<file path="src/rtl/jsu_pkg.sv">
package jsu_pkg;

  // Result slots one input byte can produce (pending surrogate plus a code point)
  localparam int BURST_MAX = 6;
  // Longest UTF-8 sequence
  localparam int TAIL_MAX  = 4;

  typedef enum logic [2:0] {
    ST_DATA     = 3'd0,
    ST_COMPLETE = 3'd1,
    ST_UNTERM   = 3'd2,
    ST_BAD_HEX  = 3'd3,
    ST_BAD_ESC  = 3'd4
  } status_t;

  // One result byte
  typedef struct packed {
    logic [7:0] data;
    status_t    status;
    logic       last;
  } res_t;

  // Up to one UTF-8 sequence
  typedef struct packed {
    res_t [TAIL_MAX-1:0] r;
    logic [2:0]          n;
  } tail_t;

  // Everything one input byte produces, in transfer order from slot 0
  typedef struct packed {
    res_t [BURST_MAX-1:0] slot;
    logic [2:0]           cnt;
  } burst_t;

  // UTF-8 encode of a code point up to 21 bits
  function automatic tail_t utf8_tail(logic [20:0] cp);
    tail_t t;
    t = '0;
    for (int i = 0; i < TAIL_MAX; i++) begin
      t.r[i].status = ST_DATA;
      t.r[i].last   = 1'b0;
    end
    if (cp < 21'h80) begin
      t.r[0].data = cp[7:0];
      t.n = 3'd1;
    end else if (cp < 21'h800) begin
      t.r[0].data = {3'b110, cp[10:6]};
      t.r[1].data = {2'b10, cp[5:0]};
      t.n = 3'd2;
    end else if (cp < 21'h10000) begin
      t.r[0].data = {4'b1110, cp[15:12]};
      t.r[1].data = {2'b10, cp[11:6]};
      t.r[2].data = {2'b10, cp[5:0]};
      t.n = 3'd3;
    end else begin
      t.r[0].data = {5'b11110, cp[20:18]};
      t.r[1].data = {2'b10, cp[17:12]};
      t.r[2].data = {2'b10, cp[11:6]};
      t.r[3].data = {2'b10, cp[5:0]};
      t.n = 3'd4;
    end
    return t;
  endfunction

endpackage

</file>
<file path="src/rtl/jsu_decode.sv">
// Input register, escape/surrogate decoder state, and the per-byte result burst.
module jsu_decode (
  input  logic            clk,
  input  logic            rst,
  input  logic            in_valid,
  output logic            in_ready,
  input  logic [7:0]      char_byte,
  input  logic            begin_req,
  input  logic            can_load,
  output logic            load,
  output jsu_pkg::burst_t burst
);

  typedef enum logic [2:0] {
    M_IDLE, M_TEXT, M_ESC, M_HEX, M_PEND_BS, M_PEND_U, M_PEND_HEX
  } mode_t;

  localparam logic [7:0] CH_QUOTE = 8'h22;
  localparam logic [7:0] CH_BSL   = 8'h5C;
  localparam logic [7:0] CH_SLASH = 8'h2F;
  localparam logic [7:0] CH_U     = 8'h75;

  // Input register
  logic       held;
  logic [7:0] c_q;
  logic       beg_q;

  // Decoder state
  mode_t       mode, mode_next;
  logic [1:0]  hex_count, hex_count_next;
  logic [15:0] hex_accum, hex_accum_next;
  logic [9:0]  pend, pend_next;   // low ten bits of the held high surrogate

  // Effective state after a begin flag
  mode_t       em;
  logic [1:0]  cnt_e;
  logic [15:0] acc_e;

  logic          txt_emit;
  jsu_pkg::res_t txt_res;
  mode_t         txt_mode;
  logic          esc_emit;
  jsu_pkg::res_t esc_res;
  mode_t         esc_mode;

  logic        hv;
  logic [3:0]  hd;
  logic [15:0] acc_new;
  logic [20:0] pair_cp;
  logic        pre;
  jsu_pkg::tail_t pre_t, tail;

  function automatic jsu_pkg::tail_t single(jsu_pkg::res_t r);
    jsu_pkg::tail_t t;
    t = '0;
    t.r[0] = r;
    t.n = 3'd1;
    return t;
  endfunction

  function automatic jsu_pkg::res_t mk(logic [7:0] d, jsu_pkg::status_t s, logic l);
    jsu_pkg::res_t r;
    r.data = d;
    r.status = s;
    r.last = l;
    return r;
  endfunction

  assign load     = held && can_load;
  assign in_ready = !held || can_load;

  assign em    = beg_q ? M_TEXT : mode;
  assign cnt_e = beg_q ? 2'd0 : hex_count;
  assign acc_e = beg_q ? 16'd0 : hex_accum;

  // Plain text byte
  always_comb begin
    txt_emit = 1'b1;
    txt_res  = mk(c_q, jsu_pkg::ST_DATA, 1'b0);
    txt_mode = M_TEXT;
    if (c_q == CH_QUOTE) begin
      txt_res  = mk(8'h00, jsu_pkg::ST_COMPLETE, 1'b1);
      txt_mode = M_IDLE;
    end else if (c_q == 8'h00) begin
      txt_res  = mk(8'h00, jsu_pkg::ST_UNTERM, 1'b1);
      txt_mode = M_IDLE;
    end else if (c_q == CH_BSL) begin
      txt_emit = 1'b0;
      txt_mode = M_ESC;
    end
  end

  // Byte after a backslash
  always_comb begin
    esc_emit = 1'b1;
    esc_res  = mk(c_q, jsu_pkg::ST_DATA, 1'b0);
    esc_mode = M_TEXT;
    case (c_q)
      CH_QUOTE, CH_BSL, CH_SLASH: ;
      8'h62: esc_res.data = 8'h08;
      8'h66: esc_res.data = 8'h0C;
      8'h6E: esc_res.data = 8'h0A;
      8'h72: esc_res.data = 8'h0D;
      8'h74: esc_res.data = 8'h09;
      CH_U: begin
        esc_emit = 1'b0;
        esc_mode = M_HEX;
      end
      default: begin
        esc_res  = mk(8'h00, jsu_pkg::ST_BAD_ESC, 1'b1);
        esc_mode = M_IDLE;
      end
    endcase
  end

  // Hex digit value
  always_comb begin
    hv = 1'b1;
    hd = 4'd0;
    if (c_q inside {[8'h30:8'h39]}) begin
      hd = c_q[3:0];
    end else if (c_q inside {[8'h41:8'h46], [8'h61:8'h66]}) begin
      hd = 4'(c_q[3:0] + 4'd9);
    end else begin
      hv = 1'b0;
    end
  end

  assign acc_new = {acc_e[11:0], hd};
  assign pair_cp = 21'h10000 + {1'b0, pend, acc_new[9:0]};
  assign pre_t   = jsu_pkg::utf8_tail({5'b0, 6'b110110, pend});

  // Next state and results for the held byte
  always_comb begin
    mode_next      = em;
    hex_count_next = cnt_e;
    hex_accum_next = acc_e;
    pend_next      = pend;
    pre            = 1'b0;
    tail           = '0;
    case (em)
      M_IDLE: ;
      M_TEXT: begin
        mode_next = txt_mode;
        if (txt_emit) begin
          tail = single(txt_res);
        end
      end
      M_ESC: begin
        mode_next = esc_mode;
        if (esc_emit) begin
          tail = single(esc_res);
        end else begin
          hex_count_next = 2'd0;
          hex_accum_next = 16'd0;
        end
      end
      M_HEX, M_PEND_HEX: begin
        if (!hv) begin
          pre            = (em == M_PEND_HEX);
          tail           = single(mk(8'h00, jsu_pkg::ST_BAD_HEX, 1'b1));
          mode_next      = M_IDLE;
          hex_count_next = 2'd0;
          hex_accum_next = 16'd0;
        end else if (cnt_e != 2'd3) begin
          hex_count_next = 2'(cnt_e + 2'd1);
          hex_accum_next = acc_new;
        end else begin
          hex_count_next = 2'd0;
          hex_accum_next = acc_new;
          if (em == M_PEND_HEX && acc_new[15:10] == 6'b110111) begin
            // valid pair
            tail      = jsu_pkg::utf8_tail(pair_cp);
            mode_next = M_TEXT;
          end else begin
            pre = (em == M_PEND_HEX);
            if (acc_new[15:10] == 6'b110110) begin
              pend_next = acc_new[9:0];
              mode_next = M_PEND_BS;
            end else begin
              tail      = jsu_pkg::utf8_tail({5'b0, acc_new});
              mode_next = M_TEXT;
            end
          end
        end
      end
      M_PEND_BS: begin
        if (c_q == CH_BSL) begin
          mode_next = M_PEND_U;
        end else begin
          pre       = 1'b1;
          mode_next = txt_mode;
          if (txt_emit) begin
            tail = single(txt_res);
          end
        end
      end
      M_PEND_U: begin
        if (c_q == CH_U) begin
          mode_next      = M_PEND_HEX;
          hex_count_next = 2'd0;
          hex_accum_next = 16'd0;
        end else begin
          pre       = 1'b1;
          mode_next = esc_mode;
          if (esc_emit) begin
            tail = single(esc_res);
          end
        end
      end
      default: mode_next = M_IDLE;
    endcase
  end

  // Pack prefix (unpaired high surrogate) and tail into the burst
  always_comb begin
    burst = '0;
    if (pre) begin
      for (int i = 0; i < 3; i++) begin
        burst.slot[i]     = pre_t.r[i];
        burst.slot[i + 3] = tail.r[i];
      end
      burst.cnt = 3'(3'd3 + tail.n);
    end else begin
      for (int i = 0; i < jsu_pkg::TAIL_MAX; i++) begin
        burst.slot[i] = tail.r[i];
      end
      burst.cnt = tail.n;
    end
  end

  // State and input register
  always_ff @(posedge clk) begin
    if (rst) begin
      held      <= 1'b0;
      mode      <= M_IDLE;
      hex_count <= 2'd0;
      hex_accum <= 16'd0;
      pend      <= 10'd0;
    end else begin
      if (load) begin
        mode      <= mode_next;
        hex_count <= hex_count_next;
        hex_accum <= hex_accum_next;
        pend      <= pend_next;
      end
      if (in_valid && in_ready) begin
        held <= 1'b1;
      end else if (load) begin
        held <= 1'b0;
      end
    end
    if (in_valid && in_ready) begin
      c_q   <= char_byte;
      beg_q <= begin_req;
    end
  end

endmodule

</file>
<file path="src/rtl/jsu_burst.sv">
// Result buffer: holds one burst and presents it one byte per transfer.
module jsu_burst (
  input  logic            clk,
  input  logic            rst,
  input  logic            load,
  input  jsu_pkg::burst_t burst,
  output logic            can_load,
  output logic            out_valid,
  input  logic            out_ready,
  output jsu_pkg::res_t   head
);

  jsu_pkg::res_t [jsu_pkg::BURST_MAX-1:0] slot;
  logic [2:0] rem;
  logic [2:0] idx;
  logic       pop;

  assign out_valid = (rem != 3'd0);
  assign pop       = out_valid && out_ready;
  assign can_load  = (rem == 3'd0) || (rem == 3'd1 && out_ready);
  assign head      = slot[idx];

  // Load a new burst or step through the current one
  always_ff @(posedge clk) begin
    if (rst) begin
      rem <= 3'd0;
      idx <= 3'd0;
    end else if (load) begin
      rem <= burst.cnt;
      idx <= 3'd0;
    end else if (pop) begin
      rem <= 3'(rem - 3'd1);
      idx <= 3'(idx + 3'd1);
    end
    if (load) begin
      slot <= burst.slot;
    end
  end

endmodule

</file>
<file path="src/rtl/json_string_unescape_utf8.sv">
// Channel  | Handshake            | Payload
// ---------+----------------------+---------------------------
// input    | in_valid / in_ready  | char_byte, begin_req
// output   | out_valid / out_ready| out_byte, status, last
//
// One byte is taken per cycle while in_ready is high; it waits in the input
// register, then its 0 to 6 result bytes load into the result buffer at once.
// Output drains one byte per cycle while out_ready is high; a byte with several
// results holds the input register; single-byte results sustain one per cycle.
// Reset (rst, synchronous) empties both registers and sets the decoder idle.
// Output stalls back up through the result buffer to the input register.
module json_string_unescape_utf8 (
  input  logic       clk,
  input  logic       rst,
  input  logic       in_valid,
  output logic       in_ready,
  input  logic [7:0] char_byte,
  input  logic       begin_req,
  output logic       out_valid,
  input  logic       out_ready,
  output logic [7:0] out_byte,
  output logic [2:0] status,
  output logic       last
);

  jsu_pkg::burst_t burst;
  jsu_pkg::res_t   head;
  logic            load;
  logic            can_load;

  jsu_decode u_decode (
    .clk       (clk),
    .rst       (rst),
    .in_valid  (in_valid),
    .in_ready  (in_ready),
    .char_byte (char_byte),
    .begin_req (begin_req),
    .can_load  (can_load),
    .load      (load),
    .burst     (burst)
  );

  jsu_burst u_burst (
    .clk       (clk),
    .rst       (rst),
    .load      (load),
    .burst     (burst),
    .can_load  (can_load),
    .out_valid (out_valid),
    .out_ready (out_ready),
    .head      (head)
  );

  assign out_byte = head.data;
  assign status   = head.status;
  assign last     = head.last;

endmodule

</file>
<file path="config.mk">
export PLATFORM = sky130hd
export DESIGN_NAME = json_string_unescape_utf8
export DESIGN_NICKNAME = d
export VERILOG_FILES = /design/src/rtl/jsu_pkg.sv /design/src/rtl/jsu_decode.sv /design/src/rtl/jsu_burst.sv /design/src/rtl/json_string_unescape_utf8.sv
export SDC_FILE = /design/constraint.sdc
export NUM_CORES = 1
export LEC_CHECK = 0
export ABC_AREA = 1
export ABC_CLOCK_PERIOD_IN_PS = 7000
export BUFFER_PORTS_ARGS = -buffer_cell sky130_fd_sc_hd__buf_4
export CAP_MARGIN = 20
export CORE_MARGIN = 2
export CORE_UTILIZATION = 60
export DETAILED_ROUTE_END_ITERATION = 7
export PLACE_DENSITY = 0.77
export SYNTH_ARGS = -nofsm -noshare
export SYNTH_HDL_FRONTEND = slang
export SYNTH_SLANG_ARGS = --single-unit
</file>
<file path="constraint.sdc">
create_clock -name clk -period 7 [get_ports clk]
set_input_delay 1.05 -clock clk [delete_from_list [all_inputs] [get_ports clk]]
set_output_delay 1.05 -clock clk [all_outputs]
set_load 0.05 [all_outputs]
</file>
==> results.sh, run 1 <==
export IMPL_ys_seq_elements=95
export IMPL_dr_first_iter_drc_count=719
export IMPL_cts_resized=0
export IMPL_required_ps=5950
export IMPL_post_place_ws_ps=3380
export IMPL_rsz0062_at_grt="false"
export IMPL_min_period_ps=4090
export IMPL_slew_viol_final=0
export IMPL_peakVddDrop_uv=239
export IMPL_die_w_um=106
export IMPL_root_buffer="clkbuf_8"
export IMPL_grt_pass1_vias=5344
export IMPL_postPlaceCellArea_um2=6470
export IMPL_slew_headroom_pct=36.0
export IMPL_die_h_um=106
export IMPL_vias=6008
export IMPL_ant_nets=0
export IMPL_tightest_slew_ps=960
export IMPL_yosysWarnings=0
export IMPL_hold_violations=0
export IMPL_maxCapViolations=0
export IMPL_antennaDiodeCount=0
export IMPL_ios=27
export IMPL_clock_path_buffers=2
export IMPL_finalSetupTns_ps=0
export IMPL_postCtsSetupBuffers=0
export IMPL_start_util_pct=61.1
export IMPL_grt_usage_pct=32.2
export IMPL_start_kind="flop"
export IMPL_dp_cells=990
export IMPL_gp_congestion=0.992
export IMPL_cp_arrival_ps=3040
export IMPL_grt_overflow_total=0
export IMPL_area_growth_pct=6.40
export IMPL_instances_no_fill=1006
export IMPL_clkSinkCount=95
export IMPL_yosysSeqAreaShare_pct=40.2
export IMPL_max_freq_mhz=245
export IMPL_core_area_um2=10200
export IMPL_synth_nets=878
export IMPL_fin_crit_sh_pct=58.4
export IMPL_wl_um=17600
export IMPL_design_area_um2=6650
export IMPL_run_status="finished, final reports clean"
export IMPL_syn_cell_area_um2=6250
export IMPL_cts_hold_buf=0
export IMPL_tritoncts="done"
export IMPL_grt_max_degree=47
export IMPL_setup_slack_ps=2910
export IMPL_grt_pass1_wl_um=27800
export IMPL_path_clk_slew_ps=90
export IMPL_setup_viol=0
export IMPL_num_nets_final=889
export IMPL_wl_per_cell_um=17.5
export IMPL_drt_pass1_iter_count=6
export IMPL_crit_path_max_fanout=29
export IMPL_htreeDepth=3
export IMPL_synthCells=854
export IMPL_synth_cell_type_count=44
export IMPL_synthFlopType="edfxtp_1"
export IMPL_avgSynthCellArea_um2=7.32
export IMPL_rows=37
export IMPL_powerDensity_nw_per_um2=244
export IMPL_antenna_found_initial=0
export IMPL_drive_gt1_share_pct=13.0
export IMPL_hold_class="reg2reg"
export IMPL_viasPerCell=5.97
export IMPL_ys_async_sr_fraction_pct=0
export IMPL_fin_skew_ps=16.3
export IMPL_dieArea_um2=11300
export IMPL_drc=0
export IMPL_hpwl_um=13100
export IMPL_synth_edf_count=61
export IMPL_io_buffers=26
export IMPL_insertion_delay_ps=390
export IMPL_worstSetupPathType="reg2out"
export IMPL_power_leakage_nw=2.91
export IMPL_end_kind="primary output"
export IMPL_cts_buffers_inserted=9
## layer usage
metal | up-vias | GRT usage, % | wire length, um
li1 | 2886 | - | -
met1 | 2816 | 46.8 | 7920
met2 | 264 | 49.4 | 7740
met3 | 42 | 3.99 | 1470
met4 | 0 | 11.7 | 480
met5 | - | 0 | 0
## stage by stage
stage | utilization, % | total power, mW | hold WS, ps
after floorplan | - | 1.13 | 455
after global placement | 63.1 | 1.26 | 467
after detailed placement | 63.3 | 1.29 | 474
after CTS | 65.0 | 1.62 | 487
after global routing | 65.0 | 1.70 | 542
final | 65.0 | 1.62 | 484
## area by class of cell
type                    instances  area, um^2
inverters                      95         359
multi-input cells             637        3220
well taps                     136         170
fillers                       878        3580
repair buffers                 27         215
clock inverters                 7        55.1
clock buffers                   9         124
flip-flops and latches         95        2510
## sequential cells by signal, summed over array words and instances, names as in the netlist
name and flops:
u_burst.idx 3, u_burst.slot 52, u_decode.beg_q 1, u_decode.pend 10, u_decode.mode 3, u_decode.hex_count 2, u_decode.held 1, u_decode.hex_accum 12
u_burst.rem 3, u_decode.c_q 8
## synth_stat cells (2+ instances only)
master,count,area (um^2)
nand2_4,7,78.8
ha_1,11,138
nand2_2,17,106
o21ai_1,9,45.0
clkbuf_1,11,41.3
nand4_2,3,37.5
o21ai_2,2,17.5
buf_4,2,15.0
nand3_4,2,35.0
o21ai_0,63,315
nor2_2,8,50.1
nand2_1,224,841
nand3b_1,2,15.0
nand3_1,57,285
nor2_4,8,90.1
nor2_1,90,338
a31oi_1,3,18.8
nand4_1,13,81.3
buf_2,8,40.0
a22o_1,4,35.0
nand3_2,3,30.0
o22ai_1,27,169
clkinv_1,2,7.51
o211ai_1,6,45.0
inv_2,15,56.3
dfxtp_1,34,681
inv_1,77,289
buf_6,6,67.6
a21oi_1,51,255
nor3_1,14,70.1
edfxtp_1,61,1830
xor2_1,2,17.5
## where the power goes
group / switching (mW) / total (mW) / internal, mW
registers: 0.0525 / 0.737 / 0.684
clock network: 0.207 / 0.339 / 0.132
logic: 0.391 / 0.547 / 0.156
total: 0.650 / 1.62 / 0.972
## layout by cell type (no fill, tap or decap), types with 9 or more instances in the layout
cell type	count
inv_1	77
o21ai_1	9
buf_4	26
o21ai_0	63
edfxtp_1	61
clkbuf_8	9
nand4_1	13
nor2_1	90
ha_1	11
nand2_1	224
nand2_2	17
inv_2	15
nor3_1	14
dfxtp_1	34
a21oi_1	51
nand3_1	57
o22ai_1	27
## kinds of logic (layout without fill, tap and decap cells)
logic type / Yosys count / count (layout) / synth area share [%]
buffers and inverters: 122 / 138 / 8.36
XOR/XNOR: 3 / 3 / 0.420
AND/OR/NAND/NOR: 451 / 451 / 33.5
AO/OA/AOI/OAI: 172 / 172 / 15.3
adder cells (fa/ha/maj): 11 / 11 / 2.20
flip-flops: 95 / 95 / 40.2
## path summary, 6_finish.rpt
check | from | end | slack, ps | depth (start not counted)
worst max register to register | u_decode.pend[6]$_SDFFE_PP0P_ | u_burst.rem[1]$_SDFFE_PP0P_ | 3760 | 16
worst min register to register | u_decode.hex_count[0]$_SDFFE_PP0P_ | u_decode.hex_count[0]$_SDFFE_PP0P_ | 480 | 2
worst max-delay path | u_burst.idx[0]$_SDFFE_PP0P_ | out_byte[1] | 2910 | 6
worst min-delay path | u_decode.hex_count[0]$_SDFFE_PP0P_ | u_decode.hex_count[0]$_SDFFE_PP0P_ | 480 | 2
## worst max-delay path: stages, from the launching register on
cell and delay (ps):
dfxtp_1 900, clkinv_1 810, o21ai_0 450, o22ai_1 130, nand2_1 70, o21ai_0 90
buf_4 200
Power figures use the tool's default switching activity.
==> run 2, diff against run 1 <==
--- a/config.mk
+++ b/config.mk
@@ -6,7 +6,7 @@
 export NUM_CORES = 1
 export LEC_CHECK = 0
 export ABC_AREA = 1
-export ABC_CLOCK_PERIOD_IN_PS = 7000
+export ABC_CLOCK_PERIOD_IN_PS = 4110
 export BUFFER_PORTS_ARGS = -buffer_cell sky130_fd_sc_hd__buf_4
 export CAP_MARGIN = 20
 export CORE_MARGIN = 2
==> constraint.sdc (replaced) <==
create_clock -name clk -period 4.11 [get_ports clk]
set_input_delay 0.6165 -clock clk [delete_from_list [all_inputs] [get_ports clk]]
set_output_delay 0.6165 -clock clk [all_outputs]
set_load 0.05 [all_outputs]
==> run 2 against run 1 <==
Worst setup slack lost 1900 ps. Die area unchanged. Wire length grew 4.1%. First-iteration DRC count increased by 11%. Register-to-register slack worse by 2700 ps. Critical endpoint is now u_burst.rem[1]$_SDFFE_PP0P_. Critical path depth rose by 10. Cell area increased by 0.15%.
==> results.sh, run 2 (synthesized netlist as in run 1, its figures left out) <==
export IMPL_setup_slack_ps=1050
export IMPL_clock_path_buffers=2
export IMPL_hold_slack_ps=400
export IMPL_met3RoutedLength_um=1640
export IMPL_r2r_cells=16
export IMPL_dr_wl_met2_um=8170
export IMPL_hpwl_um=13500
export IMPL_slew_headroom_pct=30.2
export IMPL_powerDensity_nw_per_um2=418
export IMPL_grt_pass1_vias=5515
export IMPL_min_period_ps=3060
export IMPL_die_w_um=106
export IMPL_antennaDiodeCount=0
export IMPL_setup_viol=0
export IMPL_htreeDepth=3
export IMPL_maxCapViolations=0
export IMPL_hold_class="in2reg"
export IMPL_whs_endpoint="u_decode.c_q[6]$_DFFE_PP_"
export IMPL_grt_pass1_wl_um=28800
export IMPL_cts_buffers_inserted=9
export IMPL_min_path_cells=1
export IMPL_hp_start="char_byte[6]"
export IMPL_end_kind="flop"
export IMPL_worstSetupPathType="reg2reg"
export IMPL_peakVddDrop_uv=501
export IMPL_mostFrequentLayoutCells="nand2_1, nor2_1, inv_1"
export IMPL_clkSinkCount=95
export IMPL_largest_registers="u_burst.slot: 52 flops, u_decode.hex_accum: 12 flops, u_decode.pend: 10 flops"
export IMPL_wl_met1_um=7950
export IMPL_vias=5992
export IMPL_io_buffers=26
export IMPL_cts_resized=0
export IMPL_reg2reg_slack_ps=1050
export IMPL_antenna_found_initial=0
export IMPL_hold_violations=0
export IMPL_worstReg2RegEnd="u_burst.rem[1]$_SDFFE_PP0P_"
export IMPL_gp_congestion=1.02
export IMPL_crit_path_max_fanout=12
export IMPL_rows=37
export IMPL_tritoncts="done"
export IMPL_dr_first_iter_drc_count=798
export IMPL_rsz0062_at_grt="false"
export IMPL_run_status="finished, final reports clean"
export IMPL_path_clk_slew_ps=110
export IMPL_max_freq_mhz=327
export IMPL_layout_commonest_cell="nand2_1"
export IMPL_largest_register_ffs=52
export IMPL_root_buffer="clkbuf_8"
export IMPL_ant_nets=0
export IMPL_post_place_ws_ps=1140
export IMPL_r2r_start="u_decode.pend[6]$_SDFFE_PP0P_"
export IMPL_multi_input_area_um2=3220
export IMPL_grt_max_degree=41
export IMPL_drive_gt1_share_pct=13.3
export IMPL_cts_hold_buf=0
export IMPL_grt_overflow_total=0
export IMPL_finalSetupTns_ps=0
export IMPL_wl_per_cell_um=18.2
export IMPL_top_layer="met4"
export IMPL_drt_pass1_iter_count=5
export IMPL_drc=0
export IMPL_wl_um=18300
export IMPL_start_kind="flop"
export IMPL_die_h_um=106
export IMPL_postCtsSetupBuffers=0
export IMPL_seqCellArea_um2=2510
export IMPL_dp_cells=993
export IMPL_nFillCells=895
export IMPL_start_util_pct=61.1
export IMPL_ios=27
export IMPL_cp_arrival_ps=3390
export IMPL_instances_no_fill=1009
export IMPL_viasPerCell=5.94
export IMPL_core_area_um2=10200
export IMPL_fin_crit_sh_pct=74.5
export IMPL_insertion_delay_ps=400
export IMPL_tightest_slew_ps=1040
export IMPL_num_nets_final=892
export IMPL_fin_skew_ps=17.7
export IMPL_power_leakage_nw=2.92
export IMPL_area_growth_pct=6.56
export IMPL_dieArea_um2=11300
export IMPL_grt_usage_pct=33.5
export IMPL_slew_viol_final=0
export IMPL_top_register="u_burst.slot"
export IMPL_required_ps=4440
[run 2: changes by cell type in the layout (fill, tap and decap cells not counted)]
cell	delta
clkinvlp_2	+1
buf_12	-1
clkinv_4	-2
clkinvlp_4	-1
buf_4	+4
inv_6	+1
inv_8	+1
[run 2: routing by layer]
layer,track usage [%],vias to the layer above
met4,12.6,0
met2,52.0,319
met1,46.1,2743
met3,6.62,43
li1,-,2887
met5,3.81,-
[run 2: metrics by stage]
stage | total power, mW | utilization (%) | cell area (um^2)
final | 2.79 | 65.1 | 6660
after global routing | 2.92 | 65.1 | 6660
after CTS | 2.78 | 65.1 | 6660
after detailed placement | 2.20 | 63.4 | 6480
after global placement | 2.17 | 63.4 | 6480
after floorplan | 1.93 | - | 6250
[run 2: power breakdown]
group	switching [mW]	leakage [nW]	internal, mW
logic	0.692	1.97	0.268
clock network	0.370	0.0885	0.228
registers	0.0654	0.859	1.17
[run 2: area by class of cell]
cell class                      instances  share of cell area, %
Clock inverter                          7                  0.826
Inverter                               95                   5.39
Tap cell                              136                   2.55
Multi-Input combinational cell        637                   48.3
Clock buffer                            9                   1.86
Timing Repair Buffer                   30                   3.38
Sequential cell                        95                   37.7
[run 2: worst max-delay path by stage]
stage	slack [ps]	cells past startpoint	endpoint	startpoint
after floorplan	1410	5	out_byte[0]	u_burst.idx[2]$_SDFFE_PP0P_
after global placement	1230	16	u_burst.rem[1]$_SDFFE_PP0P_	u_decode.pend[6]$_SDFFE_PP0P_
after detailed placement	1140	16	u_burst.rem[1]$_SDFFE_PP0P_	u_decode.pend[6]$_SDFFE_PP0P_
after CTS	1090	16	u_burst.rem[1]$_SDFFE_PP0P_	u_decode.pend[6]$_SDFFE_PP0P_
after global routing	800	16	u_burst.rem[1]$_SDFFE_PP0P_	u_decode.pend[6]$_SDFFE_PP0P_
final	1050	16	u_burst.rem[1]$_SDFFE_PP0P_	u_decode.pend[6]$_SDFFE_PP0P_
[run 2: critical path, stage by stage (launching register included)]
cell and delay [ps]:
dfxtp_1 580, ha_1 270, nand2_1 60, nand2_1 80
nand3_1 80, nor2_2 440, nand2_2 270, inv_2 180
nand2_1 140, nand2_1 100, nand2_1 80, nand2_1 90
inv_1 40, ha_1 260, a21oi_1 140, nand2_1 60
a21boi_1 110
